`config.mk`:
```
export PLATFORM = sky130hd
export DESIGN_NAME = script_push_parser_top
export DESIGN_NICKNAME = d
export VERILOG_FILES = /design/src/sv/spp_pkg.sv /design/src/sv/script_push_parser_top.sv /design/src/sv/spp_in_stage.sv /design/src/sv/spp_parser.sv /design/src/sv/spp_out_stage.sv
export SDC_FILE = /design/constraint.sdc
export NUM_CORES = 1
export LEC_CHECK = 0
export ABC_CLOCK_PERIOD_IN_PS = 4400
export BUFFER_PORTS_ARGS = -buffer_cell sky130_fd_sc_hd__buf_2
export CELL_PAD_IN_SITES_DETAIL_PLACEMENT = 1
export CELL_PAD_IN_SITES_GLOBAL_PLACEMENT = 2
export CORE_MARGIN = 2
export CORE_UTILIZATION = 30
export DETAILED_ROUTE_END_ITERATION = 10
export HOLD_SLACK_MARGIN = 0.02
export PLACE_DENSITY = 0.72
export SLEW_MARGIN = 0
export SYNTH_ARGS = -nofsm -noshare
export SYNTH_HDL_FRONTEND = slang
export SYNTH_HIERARCHICAL = 1
export SYNTH_SLANG_ARGS = --single-unit
```
`constraint.sdc`:
```
create_clock -name i_clk -period 4.4 [get_ports i_clk]
set_input_delay 0.88 -clock i_clk [delete_from_list [all_inputs] [get_ports i_clk]]
set_output_delay 0.88 -clock i_clk [all_outputs]
set_load 0.01 [all_outputs]
```
`src/sv/spp_pkg.sv`:
```
`default_nettype none

package spp_pkg;

    localparam int LENGTH_BITS_DEF = 32;

    localparam logic [7:0] PUSH_MAX      = 8'd75;
    localparam logic [7:0] OP_PUSHDATA1  = 8'd76;
    localparam logic [7:0] OP_PUSHDATA2  = 8'd77;
    localparam logic [7:0] CS_PREFIX16   = 8'hFD;
    localparam logic [7:0] CS_PREFIX32   = 8'hFE;

    localparam logic [3:0] CS_BYTES16 = 4'd2;
    localparam logic [3:0] CS_BYTES32 = 4'd4;
    localparam logic [3:0] CS_BYTES64 = 4'd8;

    typedef enum logic [2:0] {
        PH_PREFIX      = 3'd0,
        PH_PREFIX_MORE = 3'd1,
        PH_LEADER      = 3'd2,
        PH_P1_LEN      = 3'd3,
        PH_P2_LO       = 3'd4,
        PH_P2_HI       = 3'd5,
        PH_DATA        = 3'd6
    } t_phase;

    typedef enum logic [1:0] {
        ROLE_PREFIX = 2'd0,
        ROLE_LEADER = 2'd1,
        ROLE_LENGTH = 2'd2,
        ROLE_DATA   = 2'd3
    } t_role;

    typedef enum logic [1:0] {
        ERR_NONE    = 2'd0,
        ERR_OVERRUN = 2'd1,
        ERR_PREFIX  = 2'd2
    } t_err;

    typedef struct packed {
        logic       valid;
        logic [7:0] data;
    } t_in_item;

    typedef struct packed {
        t_role      role;
        logic [7:0] value;
        logic [7:0] leader;
        logic       first;
        logic       last;
        logic       script_end;
        t_err       err;
    } t_result;

endpackage

`default_nettype wire

```
`src/sv/script_push_parser_top.sv`:
```
// script push parser
// s_axis carries the raw script stream, one byte per transaction in tdata.
// m_axis returns one tagged result per input byte, in the same order.
// each script opens with a compact-size length prefix, then commands follow:
// leaders 1..75 push that many data bytes, 76 and 77 read a one- or two-byte
// little-endian length first, any other leader is a single opcode.
// once a command ends at or past the claimed length the next byte is a new
// prefix. bytes past the claimed length carry an overrun error.
// throughput: one byte per cycle, sustained while m_axis_tready is high; the
// parse state (phase, counters and the consumed-count increment and compare)
// updates once per byte. each byte is held in the input register, then its
// parse result is captured in the result register, which drives m_axis.
// if m_axis_tready is low the result holds, one more byte is taken into the
// input register, then s_axis_tready drops until the result is taken.
// reset (i_rst_n low, synchronous) empties both registers and returns the
// parser to waiting for a length prefix.
`default_nettype none

module script_push_parser_top
    import spp_pkg::*;
#(
    parameter int LENGTH_BITS = LENGTH_BITS_DEF
) (
    input  wire logic       i_clk,
    input  wire logic       i_rst_n,
    input  wire logic       s_axis_tvalid,
    output logic            s_axis_tready,
    input  wire logic [7:0] s_axis_tdata,   // [7:0] stream_byte
    output logic            m_axis_tvalid,
    input  wire logic       m_axis_tready,
    output logic [15:0]     m_axis_tdata,   // [7:0] byte_value, [15:8] command_leader
    output logic [7:0]      m_axis_tuser,   // [1:0] byte_role, [2] command_first,
                                            // [3] command_last, [5:4] error_code
    output logic            m_axis_tlast    // script_end
);

    t_in_item w_item;
    t_result  w_result;
    t_result  w_out;
    logic     w_advance;

    spp_in_stage u_in (
        .i_clk     (i_clk),
        .i_rst_n   (i_rst_n),
        .i_valid   (s_axis_tvalid),
        .i_data    (s_axis_tdata),
        .i_advance (w_advance),
        .o_ready   (s_axis_tready),
        .o_item    (w_item)
    );

    spp_parser #(
        .LENGTH_BITS (LENGTH_BITS)
    ) u_parser (
        .i_clk     (i_clk),
        .i_rst_n   (i_rst_n),
        .i_advance (w_advance),
        .i_byte    (w_item.data),
        .o_result  (w_result)
    );

    spp_out_stage u_out (
        .i_clk        (i_clk),
        .i_rst_n      (i_rst_n),
        .i_item_valid (w_item.valid),
        .i_result     (w_result),
        .i_tready     (m_axis_tready),
        .o_advance    (w_advance),
        .o_tvalid     (m_axis_tvalid),
        .o_result     (w_out)
    );

    assign m_axis_tdata = {w_out.leader, w_out.value};
    assign m_axis_tuser = {2'b00, w_out.err, w_out.last, w_out.first, w_out.role};
    assign m_axis_tlast = w_out.script_end;

endmodule

`default_nettype wire

```
`src/sv/spp_in_stage.sv`:
```
`default_nettype none

module spp_in_stage
    import spp_pkg::*;
(
    input  wire logic       i_clk,
    input  wire logic       i_rst_n,
    input  wire logic       i_valid,
    input  wire logic [7:0] i_data,
    input  wire logic       i_advance,
    output logic            o_ready,
    output t_in_item        o_item
);

    logic       r_valid;
    logic [7:0] r_data;
    logic       w_accept;

    // slot is free when empty or when its byte moves on this cycle
    assign o_ready  = !r_valid || i_advance;
    assign w_accept = i_valid && o_ready;

    always_ff @(posedge i_clk) begin
        if (!i_rst_n) begin
            r_valid <= 1'b0;
        end else if (w_accept) begin
            r_valid <= 1'b1;
        end else if (i_advance) begin
            r_valid <= 1'b0;
        end
    end

    always_ff @(posedge i_clk) begin
        if (w_accept) begin
            r_data <= i_data;
        end
    end

    assign o_item.valid = r_valid;
    assign o_item.data  = r_data;

endmodule

`default_nettype wire

```
`src/sv/spp_parser.sv`:
```
`default_nettype none

module spp_parser
    import spp_pkg::*;
#(
    parameter int LENGTH_BITS = LENGTH_BITS_DEF
) (
    input  wire logic       i_clk,
    input  wire logic       i_rst_n,
    input  wire logic       i_advance,
    input  wire logic [7:0] i_byte,
    output t_result         o_result
);

    localparam logic [LENGTH_BITS-1:0] LEN_ONES = {LENGTH_BITS{1'b1}};

    t_phase                 r_phase,   n_phase;
    logic [3:0]             r_left,    n_left;
    logic [2:0]             r_pos,     n_pos;
    logic [LENGTH_BITS-1:0] r_claimed, n_claimed;
    logic [LENGTH_BITS-1:0] r_count,   n_count;
    logic [15:0]            r_push,    n_push;
    logic [7:0]             r_low,     n_low;
    logic [7:0]             r_leader,  n_leader;

    logic [63:0] w_shifted;
    logic        w_ovf;
    logic        w_prefix_done;
    logic        w_done;

    always_ff @(posedge i_clk) begin
        if (!i_rst_n) begin
            r_phase   <= PH_PREFIX;
            r_left    <= '0;
            r_pos     <= '0;
            r_claimed <= '0;
            r_count   <= '0;
            r_push    <= '0;
            r_low     <= '0;
            r_leader  <= '0;
        end else if (i_advance) begin
            r_phase   <= n_phase;
            r_left    <= n_left;
            r_pos     <= n_pos;
            r_claimed <= n_claimed;
            r_count   <= n_count;
            r_push    <= n_push;
            r_low     <= n_low;
            r_leader  <= n_leader;
        end
    end

    // prefix byte placed at its little-endian position
    assign w_shifted = {56'd0, i_byte} << {r_pos, 3'b000};
    assign w_ovf     = |(w_shifted >> LENGTH_BITS);

    always_comb begin
        n_phase   = r_phase;
        n_left    = r_left;
        n_pos     = r_pos;
        n_claimed = r_claimed;
        n_count   = r_count;
        n_push    = r_push;
        n_low     = r_low;
        n_leader  = r_leader;
        w_prefix_done = 1'b0;
        w_done        = 1'b0;

        o_result.role       = ROLE_PREFIX;
        o_result.value      = i_byte;
        o_result.leader     = '0;
        o_result.first      = 1'b0;
        o_result.last       = 1'b0;
        o_result.script_end = 1'b0;
        o_result.err        = ERR_NONE;

        unique case (r_phase)
            PH_PREFIX_MORE: begin
                if (w_ovf) begin
                    n_claimed    = LEN_ONES;
                    o_result.err = ERR_PREFIX;
                end else begin
                    n_claimed = r_claimed | w_shifted[LENGTH_BITS-1:0];
                end
                n_pos = r_pos + 3'd1;
                if (r_left != 4'd0) begin
                    n_left = r_left - 4'd1;
                end
                w_prefix_done = (n_left == 4'd0);
            end
            PH_LEADER, PH_P1_LEN, PH_P2_LO, PH_P2_HI, PH_DATA: begin
                if (r_count != LEN_ONES) begin
                    n_count = r_count + LENGTH_BITS'(1);
                end
                unique case (r_phase)
                    PH_LEADER: begin
                        o_result.role  = ROLE_LEADER;
                        o_result.first = 1'b1;
                        n_leader       = i_byte;
                        if (i_byte >= 8'd1 && i_byte <= PUSH_MAX) begin
                            n_push  = {8'd0, i_byte};
                            n_phase = PH_DATA;
                        end else if (i_byte == OP_PUSHDATA1) begin
                            n_phase = PH_P1_LEN;
                        end else if (i_byte == OP_PUSHDATA2) begin
                            n_phase = PH_P2_LO;
                        end else begin
                            w_done = 1'b1;
                        end
                    end
                    PH_P1_LEN: begin
                        o_result.role = ROLE_LENGTH;
                        n_push        = {8'd0, i_byte};
                        if (i_byte == 8'd0) begin
                            w_done = 1'b1;
                        end else begin
                            n_phase = PH_DATA;
                        end
                    end
                    PH_P2_LO: begin
                        o_result.role = ROLE_LENGTH;
                        n_low         = i_byte;
                        n_phase       = PH_P2_HI;
                    end
                    PH_P2_HI: begin
                        o_result.role = ROLE_LENGTH;
                        n_push        = {i_byte, r_low};
                        if ({i_byte, r_low} == 16'd0) begin
                            w_done = 1'b1;
                        end else begin
                            n_phase = PH_DATA;
                        end
                    end
                    default: begin
                        o_result.role = ROLE_DATA;
                        if (r_push != 16'd0) begin
                            n_push = r_push - 16'd1;
                        end
                        w_done = (n_push == 16'd0);
                    end
                endcase
                o_result.leader     = n_leader;
                o_result.script_end = (n_count >= r_claimed);
                if (n_count > r_claimed) begin
                    o_result.err = ERR_OVERRUN;
                end
                if (w_done) begin
                    o_result.last = 1'b1;
                    n_phase = o_result.script_end ? PH_PREFIX : PH_LEADER;
                end
            end
            default: begin
                // start of a script; the spare phase code lands here too
                n_claimed = '0;
                n_count   = '0;
                n_pos     = '0;
                if (i_byte < CS_PREFIX16) begin
                    n_claimed     = {{(LENGTH_BITS-8){1'b0}}, i_byte};
                    w_prefix_done = 1'b1;
                end else begin
                    n_left  = (i_byte == CS_PREFIX16) ? CS_BYTES16 :
                              (i_byte == CS_PREFIX32) ? CS_BYTES32 : CS_BYTES64;
                    n_phase = PH_PREFIX_MORE;
                end
            end
        endcase

        if (w_prefix_done) begin
            n_count = '0;
            n_pos   = '0;
            n_left  = '0;
            if (n_claimed == '0) begin
                o_result.script_end = 1'b1;
                n_phase = PH_PREFIX;
            end else begin
                n_phase = PH_LEADER;
            end
        end
    end

endmodule

`default_nettype wire

```
`src/sv/spp_out_stage.sv`:
```
`default_nettype none

module spp_out_stage
    import spp_pkg::*;
(
    input  wire logic i_clk,
    input  wire logic i_rst_n,
    input  wire logic i_item_valid,
    input  t_result   i_result,
    input  wire logic i_tready,
    output logic      o_advance,
    output logic      o_tvalid,
    output t_result   o_result
);

    logic    r_valid;
    t_result r_result;

    // a byte is parsed when the result slot is empty or drains this cycle
    assign o_advance = i_item_valid && (!r_valid || i_tready);

    always_ff @(posedge i_clk) begin
        if (!i_rst_n) begin
            r_valid <= 1'b0;
        end else if (o_advance) begin
            r_valid <= 1'b1;
        end else if (i_tready) begin
            r_valid <= 1'b0;
        end
    end

    always_ff @(posedge i_clk) begin
        if (o_advance) begin
            r_result <= i_result;
        end
    end

    assign o_tvalid = r_valid;
    assign o_result = r_result;

endmodule

`default_nettype wire

```
## Word level (Yosys, flattened, before mapping)

Index checks and enable logic that the tools add are counted.

| storage, ports and cells | value |
|---|---|
| word-level logic and storage cells | 133 |
| output and inout bits | 27 |
| input port bits | 12 |
| register bits after elaboration | 139 |

| cells by class | value |
|---|---|
| $add $sub $neg | 4 |
| bitwise logic cells | 2 |
| eq/ne operators | 20 |
| order comparisons | 5 |
| mux-type cells | 56 |
| shift-type cells | 1 |
| reductions and logical operators | 27 |

Operators with widths:

| kind | count |
|---|---|
| $mux 32 | 4 |
| $pmux 32 s2 | 2 |
| $mux 16 | 4 |
| $pmux 16 s4 | 1 |
| $shl 8x6->64 | 1 |
| $add 32x1->32 const B | 1 |
| $ge 32x32->1 | 1 |
| $gt 32x32->1 | 1 |
| $logic_not 16->1 | 2 |
| $logic_not 32->1 | 1 |
| $ne 32x32->1 const B | 1 |
| $or 32x32->32 | 1 |
| $reduce_or 32->1 | 1 |
| $mux 3 | 9 |
| $mux 4 | 6 |
| $mux 1 | 17 |
| $eq 8x7->1 const B | 2 |
| $eq 8x8->1 const B | 2 |
| $mux 8 | 2 |
| $reduce_bool 16->1 | 1 |
| $sub 16x1->16 const B | 1 |
| $pmux 3 s2 | 2 |
| $pmux 3 s4 | 1 |
| $ne 5x4->1 const B | 2 |
| other kinds (32) | 49 |

## Longest topological paths before layout

| depth | value |
|---|---|
| word-level depth | 10 |
| mapped depth | 17 |
| mapped depth without buffers | 16 |

## Cells and area by module

Netlist, hierarchy kept.

Modules (own cells, without submodules):

| module | cells an instance | times used | sequential area each (um2) | area each (um2) |
|---|---|---|---|---|
| spp_parser | 1035 | 1 | 2122.0 | 7638.6 |
| spp_out_stage | 27 | 1 | 710.7 | 738.2 |
| spp_in_stage | 14 | 1 | 260.2 | 305.3 |
| script_push_parser_top | 3 | 1 | 0.0 | 18.8 |

## Worst setup path before layout

Ideal clock, no wire load.

| path | value |
|---|---|
| path kind | register to register |
| start | register u_parser.r_count[14] |
| end | register u_parser.r_phase[1] |
| setup time | 0.088 ns |
| stages on the path, launching flop included | 18 |
| clock period less this slack | 3.818 ns |
| slack | 0.582 ns |
| data required time | 4.312 ns |
| path buffers | 2 |
| arrival time | 3.730 ns |
| cells stage by stage | dfxtp_1 -> clkbuf_1 -> nand4_1 -> nor4_1 -> nand4_1 -> o21a_1 -> buf_2 -> nand4_1 -> nor2_1 -> xor2_1 -> ha_1 -> a211oi_1 -> o21ai_0 -> a211oi_1 -> o21ai_0 -> nor4b_1 -> mux2i_1 -> a311oi_2 |

| between the ends | value |
|---|---|
| longest elaborated chain between the ends | 8 |
| elaborated cells between the ends (all ways) | 9 |
| classes of those cells | add/sub (1); order compare (1); eq/ne (1); mux (6) |

RTL lines:

| element | RTL line | RTL |
|---|---|---|
| start: declaration | spp_parser.sv:21 | `logic [LENGTH_BITS-1:0] r_count, n_count;` |
| start signal: assignment | spp_parser.sv:46 | `r_count <= n_count;` |
| $add 32x1->32 / $ne 32x32->1 (equally long branches) | spp_parser.sv:93, spp_parser.sv:92 |  |
| $mux 32 * | spp_parser.sv:92 | `if (r_count != LEN_ONES) begin` |
| $mux 32 * | spp_parser.sv:77 | `unique case (r_phase)` |
| $ge 32x32->1 * | spp_parser.sv:143 | `o_result.script_end = (n_count >= r_claimed);` |
| $mux 2 * | spp_parser.sv:149 | `n_phase = o_result.script_end ? PH_PREFIX : PH_LEADER;` |
| $mux 3 * | spp_parser.sv:147 | `if (w_done) begin` |
| $pmux 3 s2 * | spp_parser.sv:77 |  |
| $mux 3 * | spp_parser.sv:168 | `if (w_prefix_done) begin` |
| end signal: assignment | spp_parser.sv:42 | `r_phase <= n_phase;` |
| end: declaration | spp_parser.sv:17 | `t_phase r_phase, n_phase;` |

Every way passes the cells marked *; elsewhere a longest branch is shown, timed or not. The select of a mux whose other input is x is not followed.
A chain may end at the register's enable or synchronous reset.

## Worst setup path after layout

| path | value |
|---|---|
| start | register u_parser.r_count[0] |
| end | register u_parser.r_phase[1] |

The elaborated chain is that of the path after synthesis.

==> results.ini <==
[setup_path]
crit_path_end_kind = register
cp.required_ns = 4.75
cp-start-kind = register
crit_arrival_ns = 4.37
worstReg2RegEnd = u_parser/r_phase[1]$_SDFFE_PN0P_
crit_path_start = u_parser/r_count[0]$_SDFFE_PN0P_
crit_path_max_fanout = 12
slowest_stage = or4_1
critPathKind = register to register
r2r_slack_ns = 0.38
slowest_delay_ns = 0.47
path_cells = ha_1 -> and2_1 -> and2_1 -> nand4_1 -> buf_4 -> o21ai_2 -> or4_1 -> xnor2_1 -> ha_1 -> a21oi_1 -> o21ai_0 -> a221oi_1 -> o21ai_0 -> nor4b_1 -> mux2i_1 -> a311oi_2
r2r-start = u_parser/r_count[0]$_SDFFE_PN0P_
reg2reg_depth = 16

[job]
cap_violations = 0

[sta]
fin_crit_sh_pct = 91.4
setup-tns-final_ns = 0
slew_headroom_pct = 46.9
clock_skew_ns = 0.0111
setup_violations = 0
hold_violations = 0
rsz0062_at_grt = false
finalMaxSlewViolations = 0
worst_pin_slew_ns = 0.790
fin_hold_ws_ns = 0.494
min_period_ns = 4.02
fmax_mhz = 249

[die]
die_h_microns = 174
row_count = 62
io_pins = 39
die_w_microns = 174
start_util_pct = 30.4
die_area_sq_um = 30400
core_sq_um = 28600

[route]
vias = 8108
drc = 0
wl_met2_mm = 14.2
wire_per_inst_microns = 19.9
drt_wl_total_mm = 29.5
ant_nets = 0
drt_iter0_markers = 484
viasPerCell = 5.47
wl_met1_mm = 14.2
wl_met3_microns = 812
highest_layer = met5
drt_pass1_iterations = 5

[synth]
ys_top_cells_by_area = dfxtp_1 (25%), edfxtp_1 (11%), nand2_1 (5.7%)
synthCells = 1079
synth_area_sq_um = 8700
async_reset_ff_share_pct = 0
yosysWarnings = 6
avgSynthCellArea_sq_um = 8.06
synth_top_area_cell = dfxtp_1
yosysTopAreaCellShare_pct = 24.8
seq_area_frac_synth_pct = 35.5
yosys.cell_types.count = 81
synth_top_flop_cell = dfxtp_1
synth_edf_count = 31
synth-seq-cells = 139

[pwr]
p_total_mw = 5.40
p_sw_share_pct = 43.1
powerDensity_nw_per_um2 = 549
power.switching_mw = 2.33
seqPwrFrac_pct = 28.2
peakVddDrop_mv = 0.263
power.internal_mw = 3.07
power_frac_clock_pct = 27.2
power_frac_comb_pct = 44.5
p_leak_nw = 3.78

[cts]
clkTransAtPathRegs_ns = 0.07
cts_tree = built
cts-htree-levels = 4
clock-sinks = 139
cts_setup_buffers = 0
root_buffer = clkbuf_16
cts_hold_buf = 0
clk_latency_ns = 0.44
cts.repair.resized = 0
numCtsBuffers = 17
clk_path_buf_depth = 2

[grt]
grt_pass1_wl_mm = 46.9
grt_pass1_vias = 8190
track_usage_pct = 19.7
grt_overflow = 0
antenna_found_initial = 1
grt_max_degree = 38

[final_layout]
seq_area_sq_um = 3090
layout.nets = 1133
nFillCells = 3453
drive_above_1_share_pct = 11.8
syn_to_final_growth_pct = 13.0
n_antenna_cell = 0
instances_no_fill = 1481
multi_input_area_sq_um = 5040
stdcell_area_sq_um = 9830

[worst_hold_path]
hold_path.class = register to register
whs_path_depth = 2
hold_start = u_parser/r_leader[3]$_SDFFE_PN0P_
hold-path-endpoint = u_parser/r_leader[3]$_SDFFE_PN0P_

[placement]
place_inst = 1449
portBuffers = 36
place_congestion = 0.780
detailed_place_hpwl_mm = 20.9
dpl_cell_area_sq_um = 9250

[status]
outcome = finished, final reports clean

## power groups by stage
| stage | clock (mW) | sequential, mW | combinational (mW) |
|---|---|---|---|
| 6_report | 1.47 | 1.52 | 2.40 |
| 5_1_grt | 1.56 | 1.54 | 2.65 |
| 4_1_cts | 1.51 | 1.52 | 2.39 |
| 3_5_place_dp | 0 | 1.55 | 2.37 |
| 3_3_place_gp | 0 | 1.54 | 2.36 |
| 2_1_floorplan | 0 | 1.50 | 1.70 |
## worst max-delay path: cells and delay by family (launching register included)
kind,cells,cell delay [ns]
XOR/XNOR,1,0.16
AND/OR/NAND/NOR,5,1.37
adder cells (fa/ha/maj),2,0.51
buffers and inverters,1,0.20
flip-flops,1,0.35
multiplexers,1,0.14
AO/OA/AOI/OAI,6,1.17
## worst max-delay path by stage
stage / slack [ns] / endpoint
2_1_floorplan: 0.58 / u_parser/r_phase[1]$_SDFFE_PN0P_
3_3_place_gp: 0.39 / u_parser/r_phase[1]$_SDFFE_PN0P_
3_5_place_dp: 0.30 / u_parser/r_phase[1]$_SDFFE_PN0P_
4_1_cts: 0.25 / u_parser/r_phase[1]$_SDFFE_PN0P_
5_1_grt: 0.07 / u_parser/r_phase[1]$_SDFFE_PN0P_
6_report: 0.38 / u_parser/r_phase[1]$_SDFFE_PN0P_
## Yosys cell counts (7+ instances only)
| cell type | instances |
|---|---|
| or3_1 | 14 |
| clkbuf_1 | 69 |
| nand2_1 | 133 |
| nor2b_1 | 8 |
| or4_1 | 14 |
| a21o_1 | 8 |
| o21ai_1 | 19 |
| nand4_1 | 26 |
| nor3_1 | 25 |
| xnor2_1 | 26 |
| o21ai_0 | 32 |
| a211oi_1 | 10 |
| and2_1 | 11 |
| nand2b_1 | 8 |
| buf_4 | 11 |
| dfxtp_1 | 108 |
| o21a_1 | 10 |
| o211ai_1 | 9 |
| ha_1 | 37 |
| o31ai_1 | 7 |
| a31oi_1 | 9 |
| and3_1 | 10 |
| nor4_1 | 21 |
| nand3_1 | 31 |
| inv_1 | 46 |
| a22oi_1 | 44 |
| a31o_1 | 7 |
| a21oi_1 | 58 |
| nor2_1 | 110 |
| xor2_1 | 11 |
| mux2i_1 | 19 |
| edfxtp_1 | 31 |
## state kept, by name, indices dropped and copies added (netlist names)
name / count
u_parser/r_push: 16
u_out/o_tvalid: 1
u_parser/r_left: 4
u_parser/r_phase: 3
u_parser/r_leader: 8
u_in/r_valid: 1
u_in/r_data: 8
u_parser/r_low: 8
u_parser/r_pos: 3
u_parser/r_count: 32
u_parser/r_claimed: 32
u_out/o_result: 23
## area by class of cell
type | count | share of cell area [%]
tap | 384 | 4.89
multi-input combinational | 805 | 51.3
clock buffer | 17 | 4.33
clock inverter | 15 | 1.56
sequential | 139 | 31.5
inverter | 48 | 1.83
timing repair buffer | 73 | 4.66
## layout by cell type, fill, tap and decap left out, types with 18 or more instances in the layout
master / Yosys / layout
nand2_1: 133 / 133
nor2_1: 110 / 110
dfxtp_1: 108 / 108
a21oi_1: 58 / 58
inv_1: 46 / 45
a22oi_1: 44 / 44
buf_4: 11 / 37
ha_1: 37 / 37
buf_2: 4 / 36
o21ai_0: 32 / 32
edfxtp_1: 31 / 31
nand3_1: 31 / 31
nand4_1: 26 / 26
xnor2_1: 26 / 26
nor3_1: 25 / 25
nor4_1: 21 / 21
mux2i_1: 19 / 19
o21ai_1: 19 / 18
## routing by layer
layer / vias up / track usage [%]
met2: 115 / 33.4
met5: - / 0
met1: 4055 / 26.4
met3: 19 / 2.97
met4: 2 / 4.69
li1: 3917 / -
## cells by family (layout without fill, tap and decap cells)
family	count (synthesis)	in the layout	synth area share [%]
simple gates	446	446	25.6
compound gates	262	262	20.7
flops	139	139	35.5
buf+inv	136	153	6.66
mux	21	21	2.44
xor+xnor	37	37	3.72
fa+ha+maj	37	37	5.32
other cells	1	2	0.0431
## stage by stage
| stage | setup slack (ns) | utilization (%) |
|---|---|---|
| final | 0.377 | 34.4 |
| after global routing | 0.0681 | 34.4 |
| after CTS | 0.253 | 34.3 |
| after detailed placement | 0.295 | 32.3 |
| after global placement | 0.392 | 32.3 |
| after floorplan | 0.582 | - |
No activity file was read; power rests on OpenSTA's default activity.
